--- src/hw/rtl/json_string_unescape_utf8_assert.svh ---
// assertion macros for the json string unescaper
// used by the top level only, needs no package
`ifndef JSON_STRING_UNESCAPE_UTF8_ASSERT_SVH
`define JSON_STRING_UNESCAPE_UTF8_ASSERT_SVH

// same-cycle implication, checked outside reset
`define JSU_ASSERT_NOW(label, clk, rst_n, ante, cons, msg) \
    label: assert property (@(posedge clk) disable iff (!rst_n) (ante) |-> (cons)) \
        else $error(msg);

// next-cycle implication, checked outside reset
`define JSU_ASSERT_NEXT(label, clk, rst_n, ante, cons, msg) \
    label: assert property (@(posedge clk) disable iff (!rst_n) (ante) |=> (cons)) \
        else $error(msg);

`endif

--- src/hw/rtl/jsu_pkg.sv ---
// types, character codes and helpers shared by the json string unescaper
// no dependencies
package jsu_pkg;

    // word on the input channel
    typedef struct packed {
        logic [7:0] in_byte;
        logic       in_last;
    } t_in;

    // word on the output channel
    typedef struct packed {
        logic [7:0] out_byte;
        logic       out_last;
    } t_out;

    // most bytes that one input word can produce
    localparam int GROUP_MAX = 5;
    localparam int GROUP_CW  = $clog2(GROUP_MAX + 1);

    // bytes produced by one input word, handed from front to back
    typedef struct packed {
        logic [GROUP_MAX-1:0][7:0] bytes;
        logic [GROUP_CW-1:0]       count;
        logic                      last;
    } t_group;

    // queue between the two halves
    localparam int Q_DEPTH = 2;
    localparam int Q_AW    = $clog2(Q_DEPTH);
    localparam int Q_CW    = $clog2(Q_DEPTH + 1);

    typedef struct packed {
        logic full;
        logic empty;
    } t_q_status;

    // decoder state
    typedef enum logic [1:0] {
        MODE_PLAIN = 2'd0,
        MODE_ESC   = 2'd1,
        MODE_HEX   = 2'd2
    } t_mode;

    // character codes
    localparam logic [7:0] CH_BACKSLASH = 8'h5C;
    localparam logic [7:0] CH_U         = 8'h75;
    localparam logic [7:0] CH_N         = 8'h6E;
    localparam logic [7:0] CH_T         = 8'h74;
    localparam logic [7:0] CH_R         = 8'h72;
    localparam logic [7:0] CH_B         = 8'h62;
    localparam logic [7:0] CH_F         = 8'h66;
    localparam logic [7:0] CH_LF        = 8'h0A;
    localparam logic [7:0] CH_TAB       = 8'h09;
    localparam logic [7:0] CH_CR        = 8'h0D;
    localparam logic [7:0] CH_BS        = 8'h08;
    localparam logic [7:0] CH_FF        = 8'h0C;

    // utf-8 encoding
    localparam logic [7:0]  UTF8_LEAD2     = 8'hC0;
    localparam logic [7:0]  UTF8_LEAD3     = 8'hE0;
    localparam logic [7:0]  UTF8_CONT      = 8'h80;
    localparam logic [7:0]  UTF8_CONT_MASK = 8'h3F;
    localparam logic [15:0] CP_ONE_LIMIT   = 16'h0080;
    localparam logic [15:0] CP_TWO_LIMIT   = 16'h0800;

    // digits held before the fourth one arrives
    localparam int          HELD_MAX  = 3;
    localparam logic [1:0]  HEX_FULL  = 2'd3;

    // hex digit decode: bit 4 says the byte is a digit
    function automatic logic [4:0] hex_of(input logic [7:0] c);
        logic [7:0] d;
        begin
            d = 8'h00;
            if (c >= 8'h30 && c <= 8'h39) begin
                d = c - 8'h30;
                return {1'b1, d[3:0]};
            end else if (c >= 8'h61 && c <= 8'h66) begin
                d = c - 8'h57;
                return {1'b1, d[3:0]};
            end else if (c >= 8'h41 && c <= 8'h46) begin
                d = c - 8'h37;
                return {1'b1, d[3:0]};
            end
            return 5'd0;
        end
    endfunction

endpackage

--- src/hw/rtl/jsu_front.sv ---
// front half: takes input words, runs the escape decoder, builds byte groups
// depends on jsu_pkg
module jsu_front (
    input  logic               i_clk,
    input  logic               i_rst_n,
    input  jsu_pkg::t_in       i_in,
    input  logic               i_in_valid,
    output logic               o_in_stall,
    input  jsu_pkg::t_q_status i_q_status,
    output logic               o_push,
    output jsu_pkg::t_group    o_group
);
    import jsu_pkg::*;

    t_mode      r_mode, n_mode;
    logic [1:0] r_hex_count, n_hex_count;
    logic [11:0] r_hex_value, n_hex_value;
    logic [7:0] r_held [HELD_MAX];
    logic [7:0] n_held [HELD_MAX];

    logic        fire;
    logic [7:0]  b;
    logic        last;
    logic [4:0]  hex;
    logic        digit_ok;
    logic [15:0] cp;
    logic [GROUP_CW-1:0] gb_count;
    t_group      grp;

    assign b        = i_in.in_byte;
    assign last     = i_in.in_last;
    assign hex      = hex_of(b);
    assign digit_ok = hex[4];
    assign cp       = {r_hex_value, hex[3:0]};
    assign gb_count = GROUP_CW'(r_hex_count) + GROUP_CW'(1);

    assign o_in_stall = i_q_status.full;
    assign fire       = i_in_valid && !i_q_status.full;

    // next decoder state
    always_comb begin
        n_mode = r_mode;
        if (fire) begin
            if (last) begin
                n_mode = MODE_PLAIN;
            end else begin
                unique case (r_mode)
                    MODE_ESC: begin
                        n_mode = (b == CH_U) ? MODE_HEX : MODE_PLAIN;
                    end
                    MODE_HEX: begin
                        if (!digit_ok) begin
                            n_mode = (b == CH_BACKSLASH) ? MODE_ESC : MODE_PLAIN;
                        end else if (r_hex_count == HEX_FULL) begin
                            n_mode = MODE_PLAIN;
                        end
                    end
                    default: begin
                        n_mode = (b == CH_BACKSLASH) ? MODE_ESC : MODE_PLAIN;
                    end
                endcase
            end
        end
    end

    // output bytes and hex datapath
    always_comb begin
        grp         = '0;
        grp.last    = last;
        n_hex_count = r_hex_count;
        n_hex_value = r_hex_value;
        for (int k = 0; k < HELD_MAX; k++) begin
            n_held[k] = r_held[k];
        end

        unique case (r_mode)
            MODE_ESC: begin
                grp.count = GROUP_CW'(1);
                unique case (b)
                    CH_N: grp.bytes[0] = CH_LF;
                    CH_T: grp.bytes[0] = CH_TAB;
                    CH_R: grp.bytes[0] = CH_CR;
                    CH_B: grp.bytes[0] = CH_BS;
                    CH_F: grp.bytes[0] = CH_FF;
                    CH_U: begin
                        // start collecting unless the string ends here
                        grp.bytes[0] = CH_U;
                        if (!last) begin
                            grp.count   = '0;
                            n_hex_count = '0;
                            n_hex_value = '0;
                        end
                    end
                    default: grp.bytes[0] = b;
                endcase
            end
            MODE_HEX: begin
                if (!digit_ok || (last && r_hex_count != HEX_FULL)) begin
                    // give back 'u' and the held digits, then maybe this byte
                    grp.bytes[0] = CH_U;
                    for (int k = 0; k < HELD_MAX; k++) begin
                        grp.bytes[k+1] = r_held[k];
                    end
                    for (int k = 1; k < GROUP_MAX; k++) begin
                        if (GROUP_CW'(k) == gb_count) begin
                            grp.bytes[k] = b;
                        end
                    end
                    if (digit_ok || b != CH_BACKSLASH || last) begin
                        grp.count = gb_count + GROUP_CW'(1);
                    end else begin
                        grp.count = gb_count;
                    end
                    n_hex_count = '0;
                    n_hex_value = '0;
                end else if (r_hex_count == HEX_FULL) begin
                    // fourth digit: encode the code point
                    if (cp < CP_ONE_LIMIT) begin
                        grp.bytes[0] = cp[7:0];
                        grp.count    = GROUP_CW'(1);
                    end else if (cp < CP_TWO_LIMIT) begin
                        grp.bytes[0] = UTF8_LEAD2 | {3'b000, cp[10:6]};
                        grp.bytes[1] = UTF8_CONT | (cp[7:0] & UTF8_CONT_MASK);
                        grp.count    = GROUP_CW'(2);
                    end else begin
                        grp.bytes[0] = UTF8_LEAD3 | {4'h0, cp[15:12]};
                        grp.bytes[1] = UTF8_CONT | ({2'b00, cp[11:6]} & UTF8_CONT_MASK);
                        grp.bytes[2] = UTF8_CONT | (cp[7:0] & UTF8_CONT_MASK);
                        grp.count    = GROUP_CW'(3);
                    end
                    n_hex_count = '0;
                    n_hex_value = '0;
                end else begin
                    // hold the digit with its case
                    for (int k = 0; k < HELD_MAX; k++) begin
                        if (2'(k) == r_hex_count) begin
                            n_held[k] = b;
                        end
                    end
                    n_hex_count = r_hex_count + 2'd1;
                    n_hex_value = {r_hex_value[7:0], hex[3:0]};
                end
            end
            default: begin
                grp.bytes[0] = b;
                grp.count    = (b == CH_BACKSLASH && !last) ? '0 : GROUP_CW'(1);
            end
        endcase

        if (last) begin
            n_hex_count = '0;
            n_hex_value = '0;
        end
    end

    assign o_group = grp;
    assign o_push  = fire && (grp.count != '0);

    // decoder registers
    always_ff @(posedge i_clk) begin
        if (!i_rst_n) begin
            r_mode      <= MODE_PLAIN;
            r_hex_count <= '0;
            r_hex_value <= '0;
        end else if (fire) begin
            r_mode      <= n_mode;
            r_hex_count <= n_hex_count;
            r_hex_value <= n_hex_value;
        end
    end

    // held digit bytes, no reset needed
    always_ff @(posedge i_clk) begin
        if (fire) begin
            for (int k = 0; k < HELD_MAX; k++) begin
                r_held[k] <= n_held[k];
            end
        end
    end

endmodule

--- src/hw/rtl/jsu_queue.sv ---
// short queue of byte groups between the front and back halves
// depends on jsu_pkg
module jsu_queue (
    input  logic               i_clk,
    input  logic               i_rst_n,
    input  logic               i_push,
    input  jsu_pkg::t_group    i_group,
    input  logic               i_pop,
    output jsu_pkg::t_q_status o_status,
    output jsu_pkg::t_group    o_head
);
    import jsu_pkg::*;

    t_group          r_entry [Q_DEPTH];
    logic [Q_AW-1:0] r_wr_ptr, n_wr_ptr;
    logic [Q_AW-1:0] r_rd_ptr, n_rd_ptr;
    logic [Q_CW-1:0] r_fill, n_fill;

    // pointer and fill updates
    always_comb begin
        n_wr_ptr = r_wr_ptr;
        n_rd_ptr = r_rd_ptr;
        n_fill   = r_fill;
        if (i_push) begin
            n_wr_ptr = (r_wr_ptr == Q_AW'(Q_DEPTH - 1)) ? '0 : r_wr_ptr + Q_AW'(1);
        end
        if (i_pop) begin
            n_rd_ptr = (r_rd_ptr == Q_AW'(Q_DEPTH - 1)) ? '0 : r_rd_ptr + Q_AW'(1);
        end
        if (i_push && !i_pop) begin
            n_fill = r_fill + Q_CW'(1);
        end else if (i_pop && !i_push) begin
            n_fill = r_fill - Q_CW'(1);
        end
    end

    always_ff @(posedge i_clk) begin
        if (!i_rst_n) begin
            r_wr_ptr <= '0;
            r_rd_ptr <= '0;
            r_fill   <= '0;
        end else begin
            r_wr_ptr <= n_wr_ptr;
            r_rd_ptr <= n_rd_ptr;
            r_fill   <= n_fill;
        end
    end

    // entry storage
    always_ff @(posedge i_clk) begin
        if (i_push) begin
            r_entry[r_wr_ptr] <= i_group;
        end
    end

    assign o_status.full  = (r_fill == Q_CW'(Q_DEPTH));
    assign o_status.empty = (r_fill == '0);
    assign o_head         = r_entry[r_rd_ptr];

endmodule

--- src/hw/rtl/jsu_back.sv ---
// back half: walks each byte group and drives the output register
// depends on jsu_pkg
module jsu_back (
    input  logic               i_clk,
    input  logic               i_rst_n,
    input  jsu_pkg::t_q_status i_q_status,
    input  jsu_pkg::t_group    i_head,
    output logic               o_pop,
    output jsu_pkg::t_out      o_out,
    output logic               o_out_valid,
    input  logic               i_out_stall
);
    import jsu_pkg::*;

    logic [GROUP_CW-1:0] r_idx, n_idx;
    logic                r_valid;
    t_out                r_out;

    logic load;
    logic take;
    logic at_end;

    assign load   = !r_valid || !i_out_stall;
    assign take   = load && !i_q_status.empty;
    assign at_end = (r_idx == i_head.count - GROUP_CW'(1));
    assign o_pop  = take && at_end;

    // byte index within the head group
    always_comb begin
        n_idx = r_idx;
        if (take) begin
            n_idx = at_end ? '0 : r_idx + GROUP_CW'(1);
        end
    end

    always_ff @(posedge i_clk) begin
        if (!i_rst_n) begin
            r_idx   <= '0;
            r_valid <= 1'b0;
        end else begin
            r_idx <= n_idx;
            if (load) begin
                r_valid <= !i_q_status.empty;
            end
        end
    end

    // output word register
    always_ff @(posedge i_clk) begin
        if (take) begin
            r_out.out_byte <= i_head.bytes[r_idx];
            r_out.out_last <= i_head.last && at_end;
        end
    end

    assign o_out       = r_out;
    assign o_out_valid = r_valid;

endmodule

--- src/hw/rtl/json_string_unescape_utf8.sv ---
// json string unescaper: one escaped byte in per cycle while not stalled, unescaped utf-8 out.
// path: a byte taken is decoded into a byte group, queued, then registered at the output.
// throughput: one input word per cycle while each makes one byte and output is not
// stalled; a word making n bytes (up to five) keeps the single output register for them.
// reset: synchronous active low; clears decoder state, group queue and output valid.
`include "json_string_unescape_utf8_assert.svh"

module json_string_unescape_utf8 (
    input  logic          i_clk,
    input  logic          i_rst_n,
    input  jsu_pkg::t_in  i_in,
    input  logic          i_in_valid,
    output logic          o_in_stall,
    output jsu_pkg::t_out o_out,
    output logic          o_out_valid,
    input  logic          i_out_stall
);
    import jsu_pkg::*;

    t_q_status q_status;
    t_group    push_group;
    t_group    head_group;
    logic      q_push;
    logic      q_pop;
    logic      group_ok;

    // decoder
    jsu_front u_front (
        .i_clk      (i_clk),
        .i_rst_n    (i_rst_n),
        .i_in       (i_in),
        .i_in_valid (i_in_valid),
        .o_in_stall (o_in_stall),
        .i_q_status (q_status),
        .o_push     (q_push),
        .o_group    (push_group)
    );

    // group queue
    jsu_queue u_queue (
        .i_clk    (i_clk),
        .i_rst_n  (i_rst_n),
        .i_push   (q_push),
        .i_group  (push_group),
        .i_pop    (q_pop),
        .o_status (q_status),
        .o_head   (head_group)
    );

    // serialiser
    jsu_back u_back (
        .i_clk       (i_clk),
        .i_rst_n     (i_rst_n),
        .i_q_status  (q_status),
        .i_head      (head_group),
        .o_pop       (q_pop),
        .o_out       (o_out),
        .o_out_valid (o_out_valid),
        .i_out_stall (i_out_stall)
    );

    // a pushed group holds one to five bytes
    assign group_ok = (push_group.count != '0) &&
                      (push_group.count <= GROUP_CW'(GROUP_MAX));

    // queue and group checks
    `JSU_ASSERT_NOW(a_no_push_full, i_clk, i_rst_n, q_push, !q_status.full, "push into full queue")
    `JSU_ASSERT_NOW(a_no_pop_empty, i_clk, i_rst_n, q_pop, !q_status.empty, "pop from empty queue")
    `JSU_ASSERT_NOW(a_group_size, i_clk, i_rst_n, q_push, group_ok, "bad group size")
    `JSU_ASSERT_NEXT(a_valid_after_pop, i_clk, i_rst_n, q_pop, o_out_valid, "pop left no output")

endmodule
--- config.mk ---
export PLATFORM = sky130hd
export DESIGN_NAME = json_string_unescape_utf8
export DESIGN_NICKNAME = d
export VERILOG_FILES = /design/src/hw/rtl/jsu_pkg.sv /design/src/hw/rtl/jsu_front.sv /design/src/hw/rtl/jsu_queue.sv /design/src/hw/rtl/jsu_back.sv /design/src/hw/rtl/json_string_unescape_utf8.sv
export VERILOG_INCLUDE_DIRS = /design/src /design/src/hw/rtl
export SDC_FILE = /design/constraint.sdc
export NUM_CORES = 1
export LEC_CHECK = 0
export BUFFER_PORTS_ARGS = -buffer_cell sky130_fd_sc_hd__buf_2
export CELL_PAD_IN_SITES_DETAIL_PLACEMENT = 1
export CELL_PAD_IN_SITES_GLOBAL_PLACEMENT = 2
export CORE_MARGIN = 2
export CORE_UTILIZATION = 47
export DETAILED_ROUTE_END_ITERATION = 6
export HOLD_SLACK_MARGIN = 0.03
export PLACE_DENSITY_LB_ADDON = 0.12
export SYNTH_ARGS = -nofsm -noshare
export SYNTH_HDL_FRONTEND = slang
export SYNTH_HIERARCHICAL = 1
export SYNTH_SLANG_ARGS = --single-unit
export TNS_END_PERCENT = 10
--- constraint.sdc ---
create_clock -name i_clk -period 12.34 [get_ports i_clk]
set_input_delay 0.617 -clock i_clk [delete_from_list [all_inputs] [get_ports i_clk]]
set_output_delay 0.617 -clock i_clk [all_outputs]
set_load 0.02 [all_outputs]
Word level (Yosys, flattened, before mapping)
Memories as Yosys holds them, arrays and structs flattened. A register that Yosys moved wholly into a read port is not among the register bits.
Index checks and enable logic that the tools add are counted.
- reduce and logical (&&, ||, !) cells: 31
- magnitude comparators: 9
- $add $sub $neg: 12
- mux-type cells: 60
- equal/unequal tests: 22
- operators with widths (operator ; count):
    two-way mux 24 bit ; 3
    two-way mux 8 bit ; 9
    == test 8 x 7 -> 1 bit, second input constant ; 7
    two-way mux 27 bit ; 2
    two-way mux 12 bit ; 4
    case mux 8 bit (6 select lines) ; 1
    two-way mux 16 bit ; 2
    two-way mux 32 bit ; 1
    binary-select mux 8 bit (select 3 bit) ; 1
    case mux 12 bit (2 select lines) ; 1
    case mux 11 bit (2 select lines) ; 1
    two-way mux 2 bit ; 10
    two-way mux 5 bit ; 4
    two-way mux 17 bit ; 1
    >= comparator 8 x 7 -> 1 bit, second input constant ; 2
    less-or-equal comparator 8 x 7 -> 1 bit, second input constant ; 2
    less-than comparator 16 x 12 -> 1 bit, second input constant ; 1
    less-than comparator 16 x 8 -> 1 bit, second input constant ; 1
    two-way mux 1 bit ; 15
    logical AND 1 bit ; 12
    two-way mux 11 bit ; 1
    >= comparator 8 x 6 -> 1 bit, second input constant ; 1
    less-or-equal comparator 8 x 6 -> 1 bit, second input constant ; 1
    zero test 1 bit ; 8
    29 further kinds ; 43
- bits of input ports: 13
- register bits: 33
- memories kept: 2
- bits in writable memories: 112
- memories (name ; words ; width ; read ports ; clocked after Yosys merged registers in ; write ports ; line ; text):
    u_queue.r_entry ; 2 ; 44 ; 1 ; 1 ; 1 ; jsu_queue.sv:14 ; t_group r_entry [Q_DEPTH];
    u_front.r_held ; 3 ; 8 ; 3 ; 0 ; 3 ; jsu_front.sv:18 ; logic [7:0] r_held [HELD_MAX];

Longest topological paths before layout
Gate-level depths: netlist of the first run.
- word-level depth: 18
- mapped depth: 13
- mapped depth without buffers: 12

Hierarchy
The synthesis of the first run kept the hierarchy.
- by module, submodules not included (module ; instances ; cells an instance ; area each (um^2)):
    jsu_queue ; 1 ; 159 ; 3392.0
    jsu_front ; 1 ; 321 ; 2876.5
    jsu_back ; 1 ; 72 ; 858.3

Worst setup path before layout of the first run
Ideal clock, no wire load.
- kind: input to register
- from: in i_in[1] (netlist name)
- to: mem u_queue/r_entry[0][0] (netlist name), enable pin
- library setup time: 0.452 ns
- setup slack: 7.373 ns
- cell stages on the path: 9
- data required time: 11.888 ns
- arrival: 4.515 ns
- cell sequence: clkbuf_1 inv_1 ha_1 nor3b_1 nor4_2 nor2_1 nand2_1 o311ai_1 nor2b_1
- word-level cells in the longest chain between the ends: 16
- elaborated cells between the ends (all ways): 41
- RTL lines (item ; line ; text):
    start, declared ; json_string_unescape_utf8.sv:11 ; input jsu_pkg::t_in i_in,
    >= comparator 8 x 7 -> 1 bit or less-or-equal comparator 8 x 7 -> 1 bit (tied branches) ; jsu_pkg.sv:82 ; end else if (c >= 8'h41 && c <= 8'h46) begin
    logical AND 1 bit ; jsu_pkg.sv:82 ;
    two-way mux 1 bit ; jsu_pkg.sv:82 ;
    two-way mux 1 bit ; jsu_pkg.sv:79 ; end else if (c >= 8'h61 && c <= 8'h66) begin
    two-way mux 1 bit ; jsu_pkg.sv:76 ; if (c >= 8'h30 && c <= 8'h39) begin
    two-way mux 5 bit ; jsu_pkg.sv:86 ; return 5'd0;
    less-than comparator 16 x 12 -> 1 bit ; jsu_front.sv:121 ; end else if (cp < CP_TWO_LIMIT) begin
    two-way mux 17 bit ; jsu_front.sv:121 ;
    two-way mux 11 bit ; jsu_front.sv:118 ; if (cp < CP_ONE_LIMIT) begin
    two-way mux 27 bit ; jsu_front.sv:116 ; end else if (r_hex_count == HEX_FULL) begin
    two-way mux 27 bit ; jsu_front.sv:98 ; if (!digit_ok || (last && r_hex_count != HEX_FULL)) begin
    case mux 11 bit (2 select lines) * ; jsu_front.sv:76 ; unique case (r_mode)
    nonzero test 3 bit * ; jsu_front.sv:157 ; assign o_push = fire && (grp.count != '0);
    logical AND 1 bit * ; jsu_front.sv:157 ;
    net q_push ; json_string_unescape_utf8.sv:23 ; logic q_push;
    two-way mux 1 bit * ; jsu_queue.sv:51 ; if (i_push) begin
    two-way mux 1 bit (not written as such) * ; jsu_queue.sv:52 ; r_entry[r_wr_ptr] <= i_group;
    end, declared ; jsu_queue.sv:14 ;
The timed path passes the listed nets; every way through them passes the cells marked *. The select of a mux whose other input is x is not followed.

Final worst setup path of the first run
- from: in i_in[2] (netlist name)
- to: mem u_queue/r_entry[1][21] (netlist name), enable pin
The elaborated chain is that of the path after synthesis.

==> impl_metrics.yaml, run 1 <==
outcome:
  status: "completed"
sta:
  rsz0062_at_grt: "false"
  period_minus_slack_ps: 4339
  worst_pin_slew_ps: 1092
  slew_headroom_pct: 27.19
  fin_skew_ps: 10.25
  holdWs_ps: 486.4
  fmax_mhz: 230.5
  finalHoldViolations: 0
  slew_viol_final: 0
  finalSetupTns_ps: 0
  setup_violations: 0
  finalCritPeriodShare_pct: 35.16
critical_path:
  required_ps: 12380
  slowest_delay_ps: 950
  end_kind: "flop"
  startpoint_type: "input port"
  path_cells: "buf_2 > inv_1 > ha_1 > nor3b_1 > nor4_2 > nor2_1 > nand2_1 > o311ai_1 > and2_2"
  cp_max_fo: 44
  reg2reg_slack_ps: 8230
  crit_arrival_ps: 4380
  crit_type: "input port to flop"
  path_buf_inv: 2
  critical_path.slowest_cell: "and2_2"
  r2r-start: "u_front/r_hex_count[0]"
  cp_top_family: "simple AND/OR/NAND/NOR gates"
  startpoint: "i_in[2]"
synth:
  synth_edf_count: 121
  synth_top_cell_by_area: "edfxtp_1"
  postSynthAreaPerCell_um2: 12.91
  netlist_area_mm2: 0.007127
  synth_common_cells: "121 x edfxtp_1, 44 x mux2_2, 34 x nand2_1, 34 x nor2_1, 28 x o21ai_0"
  ys_top_cells_by_area: "edfxtp_1 51%, dfxtp_1 7.0%, mux2_2 7.0%"
  yosysSeqAreaShare_pct: 58.01
  synth_top_area_share_pct: 50.98
  synth_seq_cells: 146
  synthFlopType: "edfxtp_1"
  synthMostInstantiatedCell: "edfxtp_1"
  syn_nets: 581
  synth_cells: 552
  yosysWarnings: 6
  synth_cell_types: 70
  ys_async_sr_fraction_pct: 0
cts:
  post-cts-setup-buffers: 0
  tritoncts: "done"
  cts_hold_buf: 0
  cts_htree_levels: 4
  cts_resized: 0
  cts_buffers: 17
  cts-root-buf: "clkbuf_16"
  cts_max_path_buffers: 2
  cts.clk_slew.worst_paths_ps: 60
  clk-insertion-delay-late_ps: 420
  cts_sinks: 146
pwr:
  combPwrFrac_pct: 19.0
  powerDensity_mw_per_mm2: 180.4
  p_int_mw: 1.029
  switching_share_pct: 27.57
  power_frac_clock_pct: 33.9
  sequentialPowerShare_pct: 47.1
  ir_drop_uv: 84.97
  p_sw_uw: 391.9
  p_leak_nw: 2.828
drt:
  drtPass1Iterations: 5
  drc_errors: 0
  routedWlPerCell_um: 22.68
  vias_per_cell: 5.982
  wl_um: 17330
  final_antenna_net_count: 0
  num_vias: 4570
  drt-initial-drc-count: 391
cells_and_area:
  areaGrowthSynthToFinish_pct: 10.55
  drive_above_1_share_pct: 22.40
  layout.nets: 592
  antenna_cells: 0
die:
  dieArea_mm2: 0.01616
  die_h_um: 127.1
  rows: 45
  dieWidth_um: 127.1
  core_area_mm2: 0.01503
  ios: 24
  start_util_pct: 47.41
placed_design:
  place_congestion: 0.9686
  detailed_place_hpwl_um: 12280
  portBuffers: 23
global_route:
  grt.total_usage_pct: 22.37
  grt_max_degree: 46
  grt_pass1_wl_um: 27050
  first_global_vias: 4684
  antenna_found_initial: 0
  grt_overflow: 0
min_path:
  min-delay-start: "i_out_stall"
  hp-class: "input port to flop"
flow_run:
  drv_cap: 0
layout by cell type (no fill, tap or decap), drive strengths merged, types with 9 or more instances in the layout:
cell type    n
inv         26
nor3        10
and3        11
edfxtp     121
dfxtp       25
mux2i       25
buf         24
ha          16
and2        10
o21ai       36
clkinv       9
clkbuf      17
nor2        34
a21oi       13
mux2        44
nand2       34
flip-flops by register name, indices dropped and copies added, names as in the netlist, 2 cells and up, named ones only:
register	flops
u_queue/r_fill	2
u_front/r_mode	2
u_back/r_idx	3
u_front/r_held	24
u_front/r_hex_count	2
u_back/o_out	9
u_queue/r_entry	88
u_front/r_hex_value	12
per-layer routing:
metal / GRT usage, % / vias up / part of all wire [%]
met4: 6.852 / 0 / 1.8
met3: 4.983 / 31 / 4.6
met2: 35.52 / 121 / 47
met5: 0 / - / 0
met1: 31.00 / 2326 / 46
li1: - / 2092 / -
worst min-delay path, stage by stage:
cell,delay [ps]
buf_2,110
nand2_1,60
a21boi_0,70
cell families (layout without fill, tap and decap cells):
family | count (synthesis) | count (layout) | share of synthesized area, %
mux | 77 | 77 | 13.04
buf+inv | 55 | 79 | 3.687
flops | 146 | 146 | 58.01
xor+xnor | 10 | 10 | 1.457
simple gates | 139 | 139 | 10.87
compound gates | 109 | 109 | 10.13
fa+ha+maj | 16 | 16 | 2.809
through the flow:
| step | area (um^2) | setup WS, ps | power [mW] | util, % | instances |
|---|---|---|---|---|---|
| 3_3_place_gp | 7318 | 7707 | 0.9428 | 48.68 | 732 |
| 3_5_place_dp | 7318 | 7568 | 0.9533 | 48.68 | 732 |
| 6_report | 7879 | 8001 | 1.421 | 52.41 | 764 |
| 2_1_floorplan | 7127 | 7373 | 0.8843 | - | 552 |
| 4_1_cts | 7879 | 7997 | 1.438 | 52.41 | 764 |
| 5_1_grt | 7879 | 7570 | 1.485 | 52.41 | 764 |
area by class of cell:
type	instances	area (um^2)
tap	188	235.2
clock buffer	17	425.4
inverter	23	86.33
clock inverter	15	135.1
multi-input combinational	351	2739
sequential	146	4135
timing repair buffer	24	122.6
fill	1517	7154
path summary, 6_finish.rpt:
check	cells past startpoint	endpoint
min reg2reg	2	u_back/o_out_valid
max reg2reg	7	u_queue/r_entry[1][21]
min	3	u_back/o_out_valid
max	9	u_queue/r_entry[1][21]
power by group through the flow:
stage	clock network [mW]	registers [mW]	logic [mW]
6_report	0.482	0.669	0.271
3_5_place_dp	0	0.681	0.272
2_1_floorplan	0	0.663	0.221
3_3_place_gp	0	0.677	0.266
5_1_grt	0.511	0.678	0.296
4_1_cts	0.493	0.671	0.275
Note: power is estimated with default switching activity, not from simulation.
==> inputs of run 2 (changes only) <==
--- a/config.mk
+++ b/config.mk
@@ -10,7 +10,7 @@
 export CELL_PAD_IN_SITES_DETAIL_PLACEMENT = 1
 export CELL_PAD_IN_SITES_GLOBAL_PLACEMENT = 2
 export CORE_MARGIN = 2
-export CORE_UTILIZATION = 47
+export CORE_UTILIZATION = 40
 export DETAILED_ROUTE_END_ITERATION = 6
 export HOLD_SLACK_MARGIN = 0.03
 export PLACE_DENSITY_LB_ADDON = 0.12
==> constraint.sdc (replaced) <==
create_clock -name i_clk -period 3.5 [get_ports i_clk]
set_input_delay 0.175 -clock i_clk [delete_from_list [all_inputs] [get_ports i_clk]]
set_output_delay 0.175 -clock i_clk [all_outputs]
set_load 0.02 [all_outputs]
==> impl_metrics.yaml, run 2 (synthesis gave the netlist of run 1 again) <==
outcome:
  status: "completed"
cells_and_area:
  final_cell_area_mm2: 0.008119
  reg.largest.list: "u_queue/r_entry x88, u_front/r_held x24, u_front/r_hex_value x12"
  instances_no_fill: 816
  layout.nets: 610
  top_register: "u_queue/r_entry"
  nFillCells: 1785
  drive_above_1_share_pct: 24.03
  multi_input_area_mm2: 0.002739
  fin_util_pct: 46.78
  areaGrowthSynthToFinish_pct: 13.92
  largest_reg_flops: 88
  final_common_cell: "edfxtp_1"
  regArea_mm2: 0.004135
  final_cell_mix: "121 x edfxtp_1, 44 x mux2_2, 34 x nand2_1, 34 x nor2_1, 28 x o21ai_0"
  antenna_cells: 0
pwr:
  total_power_mw: 5.168
  ir_drop_uv: 415.0
  p_leak_nw: 2.937
  powerDensity_mw_per_mm2: 636.6
cts:
  cts_htree_levels: 4
  cts.clk_slew.worst_paths_ps: 50
  cts_buffers: 17
  cts_sinks: 146
  clk-insertion-delay-late_ps: 420
  post-cts-setup-buffers: 0
  cts_max_path_buffers: 2
  cts_hold_buf: 0
  tritoncts: "done"
  cts_resized: 0
  cts-root-buf: "clkbuf_16"
drt:
  routedWlPerCell_um: 22.35
  drtPass1Iterations: 5
  num_vias: 4557
  final_antenna_net_count: 0
  wl_um: 18240
  vias_per_cell: 5.585
  drc_errors: 0
  drt-initial-drc-count: 294
sta:
  slew_viol_final: 0
  slew_headroom_pct: 54.94
  rsz0062_at_grt: "false"
  finalCritPeriodShare_pct: 83.90
  setup_slack_ps: 563.5
  finalHoldViolations: 0
  finalSetupTns_ps: 0
  fmax_mhz: 340.5
  period_minus_slack_ps: 2936
  worst_pin_slew_ps: 669.8
  fin_skew_ps: 11.34
  holdWs_ps: 50.93
  setup_violations: 0
die:
  rows: 48
  dieWidth_um: 137.5
  die_h_um: 137.5
  start_util_pct: 41.06
  core_area_mm2: 0.01736
  dieArea_mm2: 0.01890
  ios: 24
placed_design:
  place_ws_ps: 105.4
  placed_cells: 787
  place_area_mm2: 0.007550
  place_congestion: 0.8834
  detailed_place_hpwl_um: 13210
  portBuffers: 23
global_route:
  antenna_found_initial: 0
  grt_overflow: 0
  first_global_vias: 4795
  grt_pass1_wl_um: 28360
  grt_max_degree: 42
  grt.total_usage_pct: 20.80
flow_run:
  drv_cap: 0
critical_path:
  required_ps: 3620
  crit_arrival_ps: 3060
  cp_max_fo: 20
  reg2reg_slack_ps: 600
  end_kind: "flop"
  startpoint_type: "input port"
  crit_type: "input port to flop"
  reg2reg_depth: 9
min_path:
  hp-class: "input port to flop"
  worstHoldPathCells: 3
run 2: area by class of cell:
class | count | area share (%)
clock inverter | 10 | 1.680
tap | 225 | 3.467
clock buffer | 19 | 5.332
sequential | 146 | 50.93
timing repair buffer | 42 | 3.791
inverter | 23 | 1.063
multi-input combinational | 351 | 33.73
run 2: layer usage:
layer | GRT usage (%) | part of all wire (%)
met5 | 0 | 0
met4 | 7.560 | 2.1
met3 | 5.408 | 4.3
met2 | 32.37 | 47
met1 | 28.10 | 46
run 2: path summary, 6_finish.rpt:
kind | startpoint | endpoint
min | i_out_stall | u_back/o_out_valid
min reg2reg | u_front/r_hex_value[1] | u_front/r_hex_value[1]
max | i_in[2] | u_queue/r_entry[0][32]
max reg2reg | u_front/r_hex_count[1] | u_queue/r_entry[0][32]
run 2: critical path, stage by stage:
cell and delay [ps]:
buf_2 240, inv_1 130, ha_1 250, nor3b_1 410, nor4_2 120, nor2_1 310
nand2_1 120, o311ai_1 570, nor2b_4 490, buf_12 230
run 2: power breakdown:
part	internal (mW)	switching, mW	leakage, nW	total (mW)
sequential	2.16	0.0676	1.34	2.23
clock	1.11	0.699	0.275	1.81
combinational	0.533	0.603	1.32	1.14
==> inputs of run 3 (changes only) <==
==> constraint.sdc (replaced) <==
create_clock -name i_clk -period 2.4 [get_ports i_clk]
set_input_delay 0.12 -clock i_clk [delete_from_list [all_inputs] [get_ports i_clk]]
set_output_delay 0.12 -clock i_clk [all_outputs]
set_load 0.02 [all_outputs]
==> impl_metrics.yaml, run 3 (synthesis gave the netlist of run 1 again) <==
outcome:
  status: "finished with violations"
  violations: "setup timing"
die:
  ios: 24
  dieWidth_um: 137.5
  rows: 48
  start_util_pct: 41.06
  core_area_mm2: 0.01736
  die_h_um: 137.5
  dieArea_mm2: 0.01890
drt:
  wl_um: 19610
  final_antenna_net_count: 0
  vias_per_cell: 5.443
  drt-initial-drc-count: 292
  met1Wirelength_um: 8684
  drc_errors: 0
  dr_wl_met3_um: 659
  num_vias: 4915
  top_layer_used: "met4"
  routedWlPerCell_um: 21.72
  wl_met2_um: 9646
  drtPass1Iterations: 4
pwr:
  combPwrFrac_pct: 23.3
  power_frac_clock_pct: 35.4
  sequentialPowerShare_pct: 41.3
  ir_drop_uv: 586.7
  powerDensity_mw_per_mm2: 873.9
  p_sw_mw: 2.072
  p_leak_nw: 3.404
  switching_share_pct: 26.31
  p_int_mw: 5.803
  total_power_mw: 7.876
sta:
  slew_headroom_pct: 51.55
  fin_skew_ps: 13.78
  holdWs_ps: 66.61
  finalHoldViolations: 0
  worst_pin_slew_ps: 719.1
  finalCritPeriodShare_pct: 102.3
  setup_slack_ps: -56.32
  setup_violations: 63
  slew_viol_final: 0
  rsz0062_at_grt: "true"
  period_minus_slack_ps: 2456
  fmax_mhz: 407.1
global_route:
  grt_pass1_wl_um: 30950
  antenna_found_initial: 0
  grt_overflow: 0
  grt_max_degree: 42
  first_global_vias: 5350
  grt.total_usage_pct: 22.52
cts:
  cts-root-buf: "clkbuf_16"
  cts_sinks: 146
  clk-insertion-delay-late_ps: 420
  cts_buffers: 17
  cts_htree_levels: 4
  tritoncts: "done"
  cts_max_path_buffers: 2
  cts.clk_slew.worst_paths_ps: 60
cells_and_area:
  final_cell_mix: "121 x edfxtp_1, 94 x buf_4, 44 x mux2_2, 33 x nand2_1, 31 x nor2_1"
  drive_above_1_share_pct: 37.46
  fin_util_pct: 51.92
  largest_reg_flops: 88
  final_common_cell: "edfxtp_1"
  final_cell_area_mm2: 0.009012
  areaGrowthSynthToFinish_pct: 26.46
  top_register: "u_queue/r_entry"
  layout.nets: 694
  antenna_cells: 0
  reg.largest.list: "u_queue/r_entry x88, u_front/r_held x24, u_front/r_hex_value x12"
critical_path:
  cp_top_family: "simple AND/OR/NAND/NOR gates"
  crit_arrival_ps: 2800
  path_common_cell: "ha_4"
  startpoint_type: "flop"
  path_buf_inv: 0
  crit_type: "flop to flop"
  required_ps: 2740
  reg2reg_slack_ps: -60
  path_cells: "ha_4 > nor2b_4 > nor4_4 > nor3_2 > o2bb2ai_4 > a221o_1 > o311ai_4 > ha_4 > or3_1 > a21boi_1"
  end_kind: "flop"
  cp_max_fo: 4
  critical_path.slowest_cell: "dfxtp_2"
  slowest_delay_ps: 340
min_path:
  hp-class: "input port to flop"
placed_design:
  place_ws_ps: -347.3
  place_area_mm2: 0.008259
  portBuffers: 23
  detailed_place_hpwl_um: 14520
  place_congestion: 0.9174
flow_run:
  drv_cap: 0
-- run 3: cell types whose count changed in the layout (fill, tap and decap cells not counted), sizes merged --
cell,delta
buf,+83
inv,+1
clkinvlp,+1
dlygate4sd3,+1
bufinv,+1
-- run 3: timing repair --
action,in CTS,in global routing
cloned,0,0
endpoints found under the setup margin,92,96
gates resized for setup,12,13
pin swaps,9,9
hold endpoints to repair,1,0
buffers inserted,1,0
hold buffers,1,0
-- run 3: final timing paths --
check,cells past startpoint,endpoint,from
setup / recovery,10,u_queue/r_fill[1],u_front/r_hex_count[0]
hold / removal,2,u_front/r_hex_count[1],i_rst_n
setup reg to reg,10,u_queue/r_fill[1],u_front/r_hex_count[0]
hold reg to reg,2,u_front/r_hex_value[0],u_front/r_hex_value[0]
-- run 3: stage by stage --
step	TNS, ps	cells
3_5_place_dp	-22120	869
4_1_cts	-1878	903
5_1_grt	-8373	903
3_3_place_gp	-18510	869
2_1_floorplan	-40420	552
6_report	-1609	903
-- run 3: area by class of cell --
type                            instances  area (um^2)
Fill cell                            1764         8344
Sequential cell                       146         4138
Multi-Input combinational cell        351         2910
Timing Repair Buffer                  126        982.2
Clock buffer                           19        432.9
Tap cell                              225        281.5
Clock inverter                         13        181.4
Inverter                               23        86.33
-- run 3: power groups by stage --
| stage | clock (mW) | sequential (mW) | combinational, mW |
|---|---|---|---|
| after detailed placement | 0 | 3.31 | 1.81 |
| after floorplan | 0 | 3.40 | 1.15 |
| after global routing | 2.95 | 3.29 | 2.01 |
| after CTS | 2.85 | 3.26 | 1.87 |
| after global placement | 0 | 3.28 | 1.77 |
| final | 2.79 | 3.25 | 1.83 |
-- run 3: per-layer routing --
layer / vias up / global-route usage [%]
li1: 2304 / -
met1: 2486 / 28.92
met2: 95 / 37.56
met3: 30 / 4.893
met4: 0 / 8.076
met5: - / 0
